$ cat src/rtl/core/gocs_pkg.sv
`timescale 1ns / 1ps

package gocs_pkg;

   localparam int JUNK_COUNT_DEF = 16;
   localparam int SUM_COUNT_DEF  = 128;

   localparam int AXES        = 3;
   localparam int SAMPLE_W    = 16;
   localparam int CNT_W       = 8;
   localparam int RANGE_W     = 2;
   localparam int FS_W        = 15;
   localparam int RATE_PROD_W = 30;
   localparam int RATE_SHIFT  = 15;
   localparam int RATE_Q_W    = 15;
   localparam int RATE_R_W    = 16;

   // Rates divide by 2^15 - 1.
   localparam logic [RATE_R_W-1:0] RATE_DIVISOR = RATE_R_W'((1 << RATE_SHIFT) - 1);

   localparam logic FUNC_SAMPLE    = 1'b0;
   localparam logic FUNC_CALIBRATE = 1'b1;

   typedef enum logic [1:0] {
      PH_IDLE = 2'd0,
      PH_JUNK = 2'd1,
      PH_SUM  = 2'd2
   } cal_phase_type;

   typedef enum logic [RANGE_W-1:0] {
      RANGE_310  = 2'd0,
      RANGE_500  = 2'd1,
      RANGE_2000 = 2'd2
   } range_type;

   typedef struct packed {
      logic calibrating;
      logic updated;
      logic busy;
   } cal_status_type;

   // Full scale in 1/16 dps units, so the rate is fs16 * corr / 32767.
   function automatic logic [FS_W-1:0] full_scale16(input logic [RANGE_W-1:0] mode);
      logic [FS_W-1:0] fs;
      case (mode)
         RANGE_310: fs = FS_W'(16 * 310);
         RANGE_500: fs = FS_W'(16 * 500);
         default:   fs = FS_W'(16 * 2000);
      endcase
      return fs;
   endfunction

endpackage

$ cat src/rtl/core/gyro_offset_calibrate_scale_unit.sv
`timescale 1ns / 1ps
// A result passes the input register, the multiply stage and the result register
// in order, and each stage holds while the stage after it is full and not taken.
// Throughput: one item per cycle while results are taken; after the item that
// completes calibration, no item is taken while the offset divider runs.
// Reset: synchronous, clears offsets, sums, calibration phase and range select.

module gyro_offset_calibrate_scale_unit #(
   parameter int JUNK_COUNT = gocs_pkg::JUNK_COUNT_DEF,
   parameter int SUM_COUNT  = gocs_pkg::SUM_COUNT_DEF
) (
   input  logic                                  clock,
   input  logic                                  reset,
   input  logic                                  req_valid,
   output logic                                  req_ready,
   input  logic                                  req_func,
   input  logic signed [gocs_pkg::SAMPLE_W-1:0]  req_raw_x,
   input  logic signed [gocs_pkg::SAMPLE_W-1:0]  req_raw_y,
   input  logic signed [gocs_pkg::SAMPLE_W-1:0]  req_raw_z,
   output logic                                  rsp_valid,
   input  logic                                  rsp_ready,
   output logic signed [gocs_pkg::SAMPLE_W-1:0]  rsp_corr_x,
   output logic signed [gocs_pkg::SAMPLE_W-1:0]  rsp_corr_y,
   output logic signed [gocs_pkg::SAMPLE_W-1:0]  rsp_corr_z,
   output logic signed [gocs_pkg::SAMPLE_W-1:0]  rsp_dps_x,
   output logic signed [gocs_pkg::SAMPLE_W-1:0]  rsp_dps_y,
   output logic signed [gocs_pkg::SAMPLE_W-1:0]  rsp_dps_z,
   output logic                                  rsp_calibrating,
   output logic                                  rsp_offsets_updated,
   input  logic                                  csr_valid,
   output logic                                  csr_ready,
   input  logic        [gocs_pkg::RANGE_W-1:0]   csr_range_mode
);

   logic [gocs_pkg::RANGE_W-1:0] range_ff;
   logic s1_vld_ff, s2_vld_ff, s3_vld_ff;
   logic s1_ready, s2_ready, s3_ready;
   logic s2_load, s3_load;
   logic accept;
   logic cal1_ff, cal2_ff, cal3_ff;
   logic upd1_ff, upd2_ff, upd3_ff;

   gocs_pkg::cal_status_type cal_status;
   logic signed [gocs_pkg::SAMPLE_W-1:0] offset_x, offset_y, offset_z;

   assign s3_ready  = !s3_vld_ff || rsp_ready;
   assign s2_ready  = !s2_vld_ff || s3_ready;
   assign s1_ready  = !s1_vld_ff || s2_ready;
   assign s2_load   = s2_ready && s1_vld_ff;
   assign s3_load   = s3_ready && s2_vld_ff;
   assign req_ready = s1_ready && !cal_status.busy;
   assign accept    = req_valid && req_ready;
   assign csr_ready = 1'b1;

   always_ff @(posedge clock) begin
      if (reset) begin
         range_ff  <= gocs_pkg::RANGE_310;
         s1_vld_ff <= 1'b0;
         s2_vld_ff <= 1'b0;
         s3_vld_ff <= 1'b0;
      end else begin
         if (csr_valid) begin
            range_ff <= csr_range_mode;
         end
         if (s1_ready) begin
            s1_vld_ff <= accept;
         end
         if (s2_ready) begin
            s2_vld_ff <= s1_vld_ff;
         end
         if (s3_ready) begin
            s3_vld_ff <= s2_vld_ff;
         end
      end
   end

   always_ff @(posedge clock) begin
      if (accept) begin
         cal1_ff <= cal_status.calibrating;
         upd1_ff <= cal_status.updated;
      end
      if (s2_load) begin
         cal2_ff <= cal1_ff;
         upd2_ff <= upd1_ff;
      end
      if (s3_load) begin
         cal3_ff <= cal2_ff;
         upd3_ff <= upd2_ff;
      end
   end

   gocs_cal_ctrl #(
      .JUNK_COUNT (JUNK_COUNT),
      .SUM_COUNT  (SUM_COUNT)
   ) u_cal_ctrl (
      .clock    (clock),
      .reset    (reset),
      .accept   (accept),
      .func     (req_func),
      .raw_x    (req_raw_x),
      .raw_y    (req_raw_y),
      .raw_z    (req_raw_z),
      .offset_x (offset_x),
      .offset_y (offset_y),
      .offset_z (offset_z),
      .status   (cal_status)
   );

   gocs_rate_scale u_scale_x (
      .clock      (clock),
      .s1_load    (accept),
      .s2_load    (s2_load),
      .s3_load    (s3_load),
      .cmd        (req_func),
      .raw        (req_raw_x),
      .offset     (offset_x),
      .range_mode (range_ff),
      .corr       (rsp_corr_x),
      .dps        (rsp_dps_x)
   );

   gocs_rate_scale u_scale_y (
      .clock      (clock),
      .s1_load    (accept),
      .s2_load    (s2_load),
      .s3_load    (s3_load),
      .cmd        (req_func),
      .raw        (req_raw_y),
      .offset     (offset_y),
      .range_mode (range_ff),
      .corr       (rsp_corr_y),
      .dps        (rsp_dps_y)
   );

   gocs_rate_scale u_scale_z (
      .clock      (clock),
      .s1_load    (accept),
      .s2_load    (s2_load),
      .s3_load    (s3_load),
      .cmd        (req_func),
      .raw        (req_raw_z),
      .offset     (offset_z),
      .range_mode (range_ff),
      .corr       (rsp_corr_z),
      .dps        (rsp_dps_z)
   );

   assign rsp_valid           = s3_vld_ff;
   assign rsp_calibrating     = cal3_ff;
   assign rsp_offsets_updated = upd3_ff;

   // The item after a completing one must wait for the new offsets.
   a_hold_after_update: assert property (@(posedge clock) disable iff (reset)
      (accept && cal_status.updated) |=> !req_ready)
      else $error("item accepted before offsets were reloaded");

   // Offsets move only while the divider is running.
   a_offset_stable: assert property (@(posedge clock) disable iff (reset)
      !cal_status.busy |=> $stable(offset_x) && $stable(offset_y) && $stable(offset_z))
      else $error("offset changed outside the divider pass");

   a_update_in_cal: assert property (@(posedge clock) disable iff (reset)
      (rsp_valid && rsp_offsets_updated) |-> rsp_calibrating)
      else $error("offsets_updated without calibrating");

   a_zero_rate: assert property (@(posedge clock) disable iff (reset)
      (rsp_valid && rsp_corr_x == '0) |-> rsp_dps_x == '0)
      else $error("nonzero rate for a zero corrected value");

endmodule

$ cat src/rtl/core/gocs_rate_scale.sv
`timescale 1ns / 1ps

module gocs_rate_scale (
   input  logic                                  clock,
   input  logic                                  s1_load,
   input  logic                                  s2_load,
   input  logic                                  s3_load,
   input  logic                                  cmd,
   input  logic signed [gocs_pkg::SAMPLE_W-1:0]  raw,
   input  logic signed [gocs_pkg::SAMPLE_W-1:0]  offset,
   input  logic        [gocs_pkg::RANGE_W-1:0]   range_mode,
   output logic signed [gocs_pkg::SAMPLE_W-1:0]  corr,
   output logic signed [gocs_pkg::SAMPLE_W-1:0]  dps
);

   logic signed [gocs_pkg::SAMPLE_W-1:0]    corr1_ff, corr1_in;
   logic signed [gocs_pkg::SAMPLE_W-1:0]    corr2_ff;
   logic                                    neg2_ff;
   logic        [gocs_pkg::RATE_PROD_W-1:0] prod2_ff, prod2_in;
   logic signed [gocs_pkg::SAMPLE_W-1:0]    corr3_ff;
   logic signed [gocs_pkg::SAMPLE_W-1:0]    dps3_ff, dps3_in;

   logic [gocs_pkg::SAMPLE_W-1:0]             mag;
   logic [gocs_pkg::SAMPLE_W+gocs_pkg::FS_W-1:0] prod_full;
   logic [gocs_pkg::RATE_Q_W-1:0]             q0;
   logic [gocs_pkg::RATE_R_W-1:0]             rem;
   logic [gocs_pkg::RATE_Q_W-1:0]             quo;

   // A command item carries zeros, which also gives a zero rate.
   assign corr1_in = (cmd == gocs_pkg::FUNC_CALIBRATE) ? '0 :
                     gocs_pkg::SAMPLE_W'(raw - offset);

   always_comb begin
      mag       = corr1_ff[gocs_pkg::SAMPLE_W-1] ? gocs_pkg::SAMPLE_W'(-corr1_ff) : corr1_ff;
      prod_full = mag * gocs_pkg::full_scale16(range_mode);
      prod2_in  = prod_full[gocs_pkg::RATE_PROD_W-1:0];
   end

   // p / (2^15 - 1) is floor(p / 2^15) or one more; the remainder against
   // the floor quotient stays below twice the divisor.
   always_comb begin
      q0  = prod2_ff[gocs_pkg::RATE_SHIFT +: gocs_pkg::RATE_Q_W];
      rem = {1'b0, prod2_ff[gocs_pkg::RATE_SHIFT-1:0]} + {1'b0, q0};
      quo = q0 + gocs_pkg::RATE_Q_W'(rem >= gocs_pkg::RATE_DIVISOR);
      dps3_in = neg2_ff ? -gocs_pkg::SAMPLE_W'(quo) : gocs_pkg::SAMPLE_W'(quo);
   end

   always_ff @(posedge clock) begin
      if (s1_load) begin
         corr1_ff <= corr1_in;
      end
      if (s2_load) begin
         corr2_ff <= corr1_ff;
         neg2_ff  <= corr1_ff[gocs_pkg::SAMPLE_W-1];
         prod2_ff <= prod2_in;
      end
      if (s3_load) begin
         corr3_ff <= corr2_ff;
         dps3_ff  <= dps3_in;
      end
   end

   assign corr = corr3_ff;
   assign dps  = dps3_ff;

endmodule

$ cat src/rtl/core/gocs_cal_ctrl.sv
`timescale 1ns / 1ps

module gocs_cal_ctrl #(
   parameter int JUNK_COUNT = gocs_pkg::JUNK_COUNT_DEF,
   parameter int SUM_COUNT  = gocs_pkg::SUM_COUNT_DEF
) (
   input  logic                                  clock,
   input  logic                                  reset,
   input  logic                                  accept,
   input  logic                                  func,
   input  logic signed [gocs_pkg::SAMPLE_W-1:0]  raw_x,
   input  logic signed [gocs_pkg::SAMPLE_W-1:0]  raw_y,
   input  logic signed [gocs_pkg::SAMPLE_W-1:0]  raw_z,
   output logic signed [gocs_pkg::SAMPLE_W-1:0]  offset_x,
   output logic signed [gocs_pkg::SAMPLE_W-1:0]  offset_y,
   output logic signed [gocs_pkg::SAMPLE_W-1:0]  offset_z,
   output gocs_pkg::cal_status_type              status
);

   localparam int CLOG_D      = $clog2(SUM_COUNT);
   localparam int SUM_W       = gocs_pkg::SAMPLE_W + CLOG_D;
   localparam int RECIP_SHIFT = SUM_W + CLOG_D;
   localparam int M_W         = SUM_W + 1;
   localparam int PROD_W      = SUM_W + M_W;
   localparam longint unsigned RECIP_FULL =
      ((64'd1 << RECIP_SHIFT) + 64'(SUM_COUNT) - 64'd1) / 64'(SUM_COUNT);
   localparam logic [M_W-1:0] RECIP = M_W'(RECIP_FULL);

   localparam int AX = gocs_pkg::AXES;

   gocs_pkg::cal_phase_type           phase_ff, phase_in;
   logic [gocs_pkg::CNT_W-1:0]        count_ff, count_in, count_inc;
   logic signed [SUM_W-1:0]           sum_ff [AX];
   logic signed [SUM_W-1:0]           sum_in [AX];
   logic signed [gocs_pkg::SAMPLE_W-1:0] raw [AX];
   logic signed [gocs_pkg::SAMPLE_W-1:0] offset_ff [AX];
   logic                              complete;

   logic                              abs_vld_ff, mul_vld_ff, load_vld_ff;
   logic                              sign_ff [AX];
   logic [SUM_W-1:0]                  mag_ff [AX];
   logic [PROD_W-1:0]                 prod_ff [AX];
   logic [gocs_pkg::SAMPLE_W-1:0]     quo [AX];

   assign raw[0] = raw_x;
   assign raw[1] = raw_y;
   assign raw[2] = raw_z;

   always_comb begin
      phase_in           = phase_ff;
      count_in           = count_ff;
      sum_in             = sum_ff;
      complete           = 1'b0;
      status.calibrating = 1'b0;
      status.updated     = 1'b0;
      status.busy        = abs_vld_ff | mul_vld_ff | load_vld_ff;
      count_inc          = count_ff + gocs_pkg::CNT_W'(1);
      if (accept) begin
         if (func == gocs_pkg::FUNC_CALIBRATE) begin
            status.calibrating = 1'b1;
            count_in           = '0;
            for (int a = 0; a < AX; a++) begin
               sum_in[a] = '0;
            end
            phase_in = (JUNK_COUNT == 0) ? gocs_pkg::PH_SUM : gocs_pkg::PH_JUNK;
         end else begin
            case (phase_ff)
               gocs_pkg::PH_JUNK: begin
                  status.calibrating = 1'b1;
                  if (count_inc >= gocs_pkg::CNT_W'(JUNK_COUNT)) begin
                     phase_in = gocs_pkg::PH_SUM;
                     count_in = '0;
                     for (int a = 0; a < AX; a++) begin
                        sum_in[a] = '0;
                     end
                  end else begin
                     count_in = count_inc;
                  end
               end
               gocs_pkg::PH_SUM: begin
                  status.calibrating = 1'b1;
                  for (int a = 0; a < AX; a++) begin
                     sum_in[a] = sum_ff[a] + SUM_W'(raw[a]);
                  end
                  if (count_inc >= gocs_pkg::CNT_W'(SUM_COUNT)) begin
                     phase_in       = gocs_pkg::PH_IDLE;
                     count_in       = '0;
                     complete       = 1'b1;
                     status.updated = 1'b1;
                  end else begin
                     count_in = count_inc;
                  end
               end
               default: begin
                  phase_in = gocs_pkg::PH_IDLE;
               end
            endcase
         end
      end
   end

   always_ff @(posedge clock) begin
      if (reset) begin
         phase_ff    <= gocs_pkg::PH_IDLE;
         count_ff    <= '0;
         abs_vld_ff  <= 1'b0;
         mul_vld_ff  <= 1'b0;
         load_vld_ff <= 1'b0;
         for (int a = 0; a < AX; a++) begin
            sum_ff[a]    <= '0;
            offset_ff[a] <= '0;
         end
      end else begin
         phase_ff    <= phase_in;
         count_ff    <= count_in;
         abs_vld_ff  <= complete;
         mul_vld_ff  <= abs_vld_ff;
         load_vld_ff <= mul_vld_ff;
         for (int a = 0; a < AX; a++) begin
            sum_ff[a] <= sum_in[a];
            if (load_vld_ff) begin
               offset_ff[a] <= sign_ff[a] ? -quo[a] : quo[a];
            end
         end
      end
   end

   // Sum / SUM_COUNT by a reciprocal multiply on the magnitude, so that
   // the quotient truncates toward zero. The magnitude, product and offset
   // are registered in turn after the completing item, while input holds off.
   always_ff @(posedge clock) begin
      for (int a = 0; a < AX; a++) begin
         if (abs_vld_ff) begin
            sign_ff[a] <= sum_ff[a][SUM_W-1];
            mag_ff[a]  <= sum_ff[a][SUM_W-1] ? SUM_W'(-sum_ff[a]) : sum_ff[a];
         end
         if (mul_vld_ff) begin
            prod_ff[a] <= mag_ff[a] * RECIP;
         end
      end
   end

   always_comb begin
      for (int a = 0; a < AX; a++) begin
         quo[a] = prod_ff[a][RECIP_SHIFT +: gocs_pkg::SAMPLE_W];
      end
   end

   assign offset_x = offset_ff[0];
   assign offset_y = offset_ff[1];
   assign offset_z = offset_ff[2];

endmodule
$ cat config.mk
export PLATFORM = sky130hd
export DESIGN_NAME = gyro_offset_calibrate_scale_unit
export DESIGN_NICKNAME = d
export VERILOG_FILES = /design/src/rtl/core/gocs_pkg.sv /design/src/rtl/core/gyro_offset_calibrate_scale_unit.sv /design/src/rtl/core/gocs_rate_scale.sv /design/src/rtl/core/gocs_cal_ctrl.sv
export SDC_FILE = /design/constraint.sdc
export NUM_CORES = 2
export LEC_CHECK = 0
export BUFFER_PORTS_ARGS = -buffer_cell sky130_fd_sc_hd__buf_2
export CAP_MARGIN = 20
export CORE_MARGIN = 1.5
export CORE_UTILIZATION = 65
export DETAILED_ROUTE_END_ITERATION = 8
export GPL_TIMING_DRIVEN = 0
export HOLD_SLACK_MARGIN = 0.06
export PLACE_DENSITY_LB_ADDON = 0.1
export SLEW_MARGIN = 40
export SYNTH_ARGS = -nofsm -noshare
export SYNTH_HDL_FRONTEND = slang
export SYNTH_HIERARCHICAL = 1
export SYNTH_SLANG_ARGS = --single-unit
$ cat constraint.sdc
create_clock -name clock -period 13.7 [get_ports clock]
set_input_delay 2.055 -clock clock [delete_from_list [all_inputs] [get_ports clock]]
set_output_delay 2.055 -clock clock [all_outputs]
set_load 0.02 [all_outputs]
-- After elaboration in Yosys (flattened, before gate mapping)
Memory sizes are Yosys's and may differ from the RTL's.
Cells that the tools add are included.
- input port bits: 56
- word-level logic and storage cells: 145
- memories: 4
- bits in writable memories: 189
- output and inout port bits: 101
- bits in registers: 378
- order comparisons: 5
- reductions and logical operators: 18
- bitwise operators: 6
- add/sub/neg operators: 25
- $mul: 3
- eq/ne operators: 5
- mux-type cells: 40
- memory list (name ; depth ; bits a word ; rd ports ; clocked after memory_dff ; write ports ; RTL line ; RTL):
    u_cal_ctrl.mag_ff ; 3 ; 23 ; 3 ; 0 ; 3 ; gocs_cal_ctrl.sv:41 ; logic [SUM_W-1:0] mag_ff [AX];
    u_cal_ctrl.prod_ff ; 3 ; 23 ; 3 ; 0 ; 3 ; gocs_cal_ctrl.sv:42 ; logic [PROD_W-1:0] prod_ff [AX];
    u_cal_ctrl.offset_ff ; 3 ; 16 ; 3 ; 0 ; 3 ; gocs_cal_ctrl.sv:36 ; logic signed [gocs_pkg::SAMPLE_W-1:0] offset_ff [AX];
    u_cal_ctrl.sign_ff ; 3 ; 1 ; 3 ; 0 ; 3 ; gocs_cal_ctrl.sv:40 ; logic sign_ff [AX];
- operators with widths (operator ; count):
    16-bit 2-to-1 mux ; 9
    69-bit 2-to-1 mux ; 2
    69-bit one-hot mux with 2 select lines ; 1
    16-bit negator ; 6
    16-bit by 15-bit multiplier with 30-bit output ; 3
    23-bit by 16-bit adder with 23-bit output ; 3
    23-bit 2-to-1 mux ; 3
    23-bit negator ; 3
    15-bit by 15-bit adder with 16-bit output ; 3
    16-bit by 15-bit >= comparator with 1-bit output (second input constant) ; 3
    15-bit negator with 16-bit output ; 3
    16-bit subtractor ; 3
    15-bit by 1-bit adder with 15-bit output ; 3
    15-bit 2-to-1 mux ; 3
    15-bit one-hot mux with 2 select lines ; 1
    8-bit 2-to-1 mux ; 3
    8-bit one-hot mux with 2 select lines ; 1
    1-bit 2-to-1 mux ; 13
    8-bit by 1-bit adder with 8-bit output (second input constant) ; 1
    8-bit by 5-bit >= comparator with 1-bit output (second input constant) ; 1
    8-bit >= comparator (second input constant) ; 1
    2-bit 2-to-1 mux ; 3
    3-bit by 2-bit inequality test with 1-bit output (second input constant) ; 2
    3-bit AND reduction ; 2
    12 further kinds ; 26

-- Longest topological paths before layout
- depth after elaboration: 8
- depth in mapped cells: 28

-- By module
Netlist, hierarchy kept.
- modules (own cells, without submodules) (module ; seq. area each (sq um) ; times used ; cells each ; area an instance (sq um)):
    gocs_cal_ctrl ; 6055.8 ; 1 ; 1212 ; 12383.1
    gocs_rate_scale at u_scale_z ; 2672.6 ; 1 ; 937 ; 9793.1
    gocs_rate_scale at u_scale_y ; 2672.6 ; 1 ; 929 ; 9648.0
    gocs_rate_scale at u_scale_x ; 2672.6 ; 1 ; 920 ; 9633.0
    gyro_offset_calibrate_scale_unit ; 280.3 ; 1 ; 31 ; 400.4

-- Worst setup path after synthesis
OpenSTA, ideal clock, no wires.
- kind: flip-flop to flip-flop
- from: reg u_scale_x/corr1_ff[0] in the netlist's numbering
- to: reg u_scale_x/prod2_ff[29] in the netlist's numbering (data pin)
- data required time: 13.440 ns
- path buffers: 1
- arrival time: 6.518 ns
- setup time: 0.260 ns
- slack: 6.923 ns
- cell stages (with the launch flop): 22
- path through: edfxtp_1 inv_1 ha_1 or3b_2 or4_1 o41ai_1 xor2_1 nor2_1 fa_1 fa_1 fa_1 fa_1 fa_1 ha_1 ha_1 clkbuf_1 a211oi_1 o21ai_0 a21oi_1 a31oi_1 a31oi_1 xnor2_1
- longest elaborated chain between the ends: 3
- RTL lines (element ; RTL line ; RTL):
    start: declaration ; gocs_rate_scale.sv:16 ; logic signed [gocs_pkg::SAMPLE_W-1:0] corr1_ff, corr1_in;
    start signal: assignment ; gocs_rate_scale.sv:50 ; corr1_ff <= corr1_in;
    16-bit negator ; gocs_rate_scale.sv:34 ; mag = corr1_ff[gocs_pkg::SAMPLE_W-1] ? gocs_pkg::SAMPLE_W'(-corr1_ff) : corr1_ff;
    16-bit 2-to-1 mux * ; gocs_rate_scale.sv:34 ;
    16-bit by 15-bit multiplier with 30-bit output * ; gocs_rate_scale.sv:35 ; prod_full = mag * gocs_pkg::full_scale16(range_mode);
    named net u_scale_x.prod_full (one bit) ; gocs_rate_scale.sv:24 ; logic [gocs_pkg::SAMPLE_W+gocs_pkg::FS_W-1:0] prod_full;
    end signal: assignment ; gocs_rate_scale.sv:55 ; prod2_ff <= prod2_in;
    end: declaration ; gocs_rate_scale.sv:19 ; logic [gocs_pkg::RATE_PROD_W-1:0] prod2_ff, prod2_in;
The timed path passes the listed nets; every way through them passes the cells marked *.
A chain may end at the register's enable or synchronous reset.

-- Final worst setup path
- from: reg u_scale_x/corr1_ff[0] in the netlist's numbering
- to: reg u_scale_x/prod2_ff[28] in the netlist's numbering (data pin)
Same word-level chain as after synthesis.

==> summary.txt <==
Outcome
  • Outcome: completed

Cells and area
  • Final Cell Area: 45800 um^2
  • Share of cells above drive strength 1: 0.0834
  • Area Overhead vs Synth: 9.45%
  • Final Net Count: 5058
  • Ant diodes: 0

Timing
  • Top achievable clock speed: 0.128 GHz
  • Setup TNS: 0 ns
  • RSZ-0062 raised after global routing: no
  • Rel. slew slack: 0.423
  • Crit share post-route: 0.568
  • Setup violators final: 0
  • Final max-slew violation count: 0
  • Minimum clock period: 7.78 ns
  • Hold_ws: 0.398 ns
  • Layout Skew: 0.0426 ns
  • Final worst slack: 5.92 ns
  • Slew @ Worst Pin: 0.865 ns
  • Final hold violation count: 0

Critical path
  • WP data required: 14.06 ns
  • Worst setup EP type: flip-flop
  • Worst reg2reg setup slack: 5.92 ns
  • FF-to-FF Start: u_scale_x/corr1_ff[0]$_SDFFCE_PP0P_
  • Cell count of the worst reg-to-reg path: 23
  • Crit path DAT: 8.14 ns
  • Startpoint Class: flip-flop
  • Worst flop-to-flop path endpoint: u_scale_x/prod2_ff[28]$_DFFE_PP_
  • Critical path class: reg -> reg
  • Critical Path Fanout Max: 7

Yosys
  • Main flop type after synthesis: edfxtp_1
  • Share of the synthesized area in the top cell type: 0.301
  • Flops & latches, synth: 507
  • Cells after Synth: 4029
  • Post-synth top cells: ha_1 (468), edfxtp_1 (420), inv_1 (419)
  • Count leader, synth: ha_1
  • Seq/Total Area, Yosys: 0.343
  • Synthesized area: 41900 um^2
  • Area contributors post-synth: edfxtp_1 (30%), ha_1 (14%), fa_1 (14%)
  • Syn Nets: 4838
  • Number of flops mapped to enable cells by yosys: 420
  • Leading area contributor after synthesis: edfxtp_1
  • Syn avg cell area: 10.4 um^2
  • Async S/R FF share, synth: 0
  • YS warnings: 6
  • Library cells used by synthesis: 100

Detailed routing
  • DR vias: 29500
  • 1st-iter DRT viols: 1973
  • Drt total wl: 87900 um
  • Routed len/inst: 17.1 um
  • Vias per inst: 5.74
  • Router iterations before antenna repair: 5
  • Residual DRC: 0
  • Final ANT Viol Nets: 0

Floorplan
  • Die area: 65900 um^2
  • Die Y: 257 um
  • Initial Util: 0.661
  • Std-Cell Rows: 92
  • Core Area: 63300 um^2
  • Die width: 257 um
  • Io pins: 157

CTS
  • Post-CTS Setup Bufs: 0
  • Max Buffers Root-to-Sink: 3
  • Clock Pin Slew Worst Setup and Hold Paths: 0.06 ns
  • CTS tree: done
  • Clock Tree Root: clkbuf_16
  • Clock Latency Late Sink: 0.63 ns
  • CTS Hold Buffers Added: 0
  • Num CTS Buffers: 54
  • H-tree depth: 2
  • Clk sinks: 507
  • Post-CTS resize count: 0

Job
  • Number of max-cap violations: 0

Global routing
  • Largest net degree at the start of global routing: 50
  • Vias in the first global route: 28900
  • GRT Total Usage: 0.268
  • First-pass GRT wire length: 144000 um
  • Grt total ovfl: 0
  • Initial antenna violation count: 0

Min path
  • Hold crit path type: reg -> reg
  • Hold path cells: 0
  • Hold path startpoint: u_scale_y/corr2_ff[3]$_DFFE_PP_
  • Hold endpoint: u_scale_y/corr[3]$_DFFE_PP_

Place
  • Worst slack at placement: 6.02 ns
  • Placed instance area: 43900 um^2
  • Global placer's final weighted congestion: 0.923
  • Final HPWL from detailed placement: 70400 um
  • Port Buffers: 155
==> critical path, cell delays in order, from the launching register on <==
cell and delay, ns:
edfxtp_1 0.53, inv_1 0.21, ha_1 0.21, or3b_2 0.48, or4_1 0.49, o21ai_0 0.23, xor2_1 0.51, or2_2 0.23
inv_1 0.04, ha_1 0.30, fa_1 0.53, fa_1 0.44, fa_1 0.54, inv_1 0.05, fa_1 0.52, inv_1 0.04
ha_1 0.28, ha_1 0.23, nor4_1 0.42, o221ai_1 0.27, a211oi_1 0.43, o311ai_0 0.21, a31oi_1 0.23, xnor2_1 0.08
==> how the worst max path moves through the flow <==
stage	endpoint	cells past startpoint	from	slack, ns
after floorplan	u_scale_x/prod2_ff[29]$_DFFE_PP_	21	u_scale_x/corr1_ff[0]$_SDFFCE_PP0P_	6.92
after global placement	u_cal_ctrl/sum_ff[3]$_SDFFE_PP0P_	8	rsp_ready	5.03
after detailed placement	u_scale_x/prod2_ff[29]$_DFFE_PP_	21	u_scale_x/corr1_ff[0]$_SDFFCE_PP0P_	6.02
after CTS	u_scale_x/prod2_ff[28]$_DFFE_PP_	21	u_scale_x/corr1_ff[0]$_SDFFCE_PP0P_	5.99
after global routing	u_scale_x/prod2_ff[29]$_DFFE_PP_	25	u_scale_x/corr1_ff[0]$_SDFFCE_PP0P_	5.56
final	u_scale_x/prod2_ff[28]$_DFFE_PP_	23	u_scale_x/corr1_ff[0]$_SDFFCE_PP0P_	5.92
==> cell type report <==
type	count	area, um^2
multi-input combinational	2988	25400
clock inverter	36	489
timing repair buffer	164	958
buffer	111	513
fill	4608	17500
tap	846	1060
inverter	423	1590
sequential	507	14400
clock buffer	63	1420
==> cell families (layout without fill, tap and decap cells) <==
family	after synthesis	after routing	share of synthesized area
AND/OR/NAND/NOR	1092	1092	0.128
buffers and inverters	534	797	0.0502
XOR/XNOR	383	383	0.0805
other	1	1	0.0000896
AO/OA/AOI/OAI	734	734	0.116
flip-flops	507	507	0.343
adder cells (fa/ha/maj)	753	753	0.276
multiplexers	25	25	0.00637
==> flip-flops by register name (all words and copies together), names as in the netlist, 25 cells and up <==
name and count:
u_cal_ctrl/offset_ff 48, u_scale_x/prod2_ff 25, u_scale_z/prod2_ff 25, u_scale_y/prod2_ff 25, u_cal_ctrl/mag_ff 48, u_cal_ctrl/sum_ff 69, u_cal_ctrl/prod_ff 48
==> cell usage in the layout (no fill, tap or decap), types with 95 or more instances in the layout <==
master	instances
xor2_1	133
fa_1	285
o21ai_0	174
a21oi_1	143
edfxtp_1	420
nor2_1	355
ha_1	468
nand2_1	247
xnor2_1	248
inv_1	419
clkbuf_1	95
buf_2	162
==> metrics by stage <==
step	utilization	cells
after floorplan	-	4029
after global placement	0.690	5030
after detailed placement	0.694	5039
after CTS	0.724	5138
after global routing	0.724	5138
final	0.724	5138
==> routing by layer <==
metal	global-route usage	wire length, um	vias to the layer above
li1	-	-	14600
met1	0.352	38300	14000
met2	0.456	42100	759
met3	0.0362	4540	151
met4	0.0951	2880	0
met5	0	0	-
Power is not shown: default switching activity piles up to over one toggle a cycle in this logic, so the estimate is an artifact.
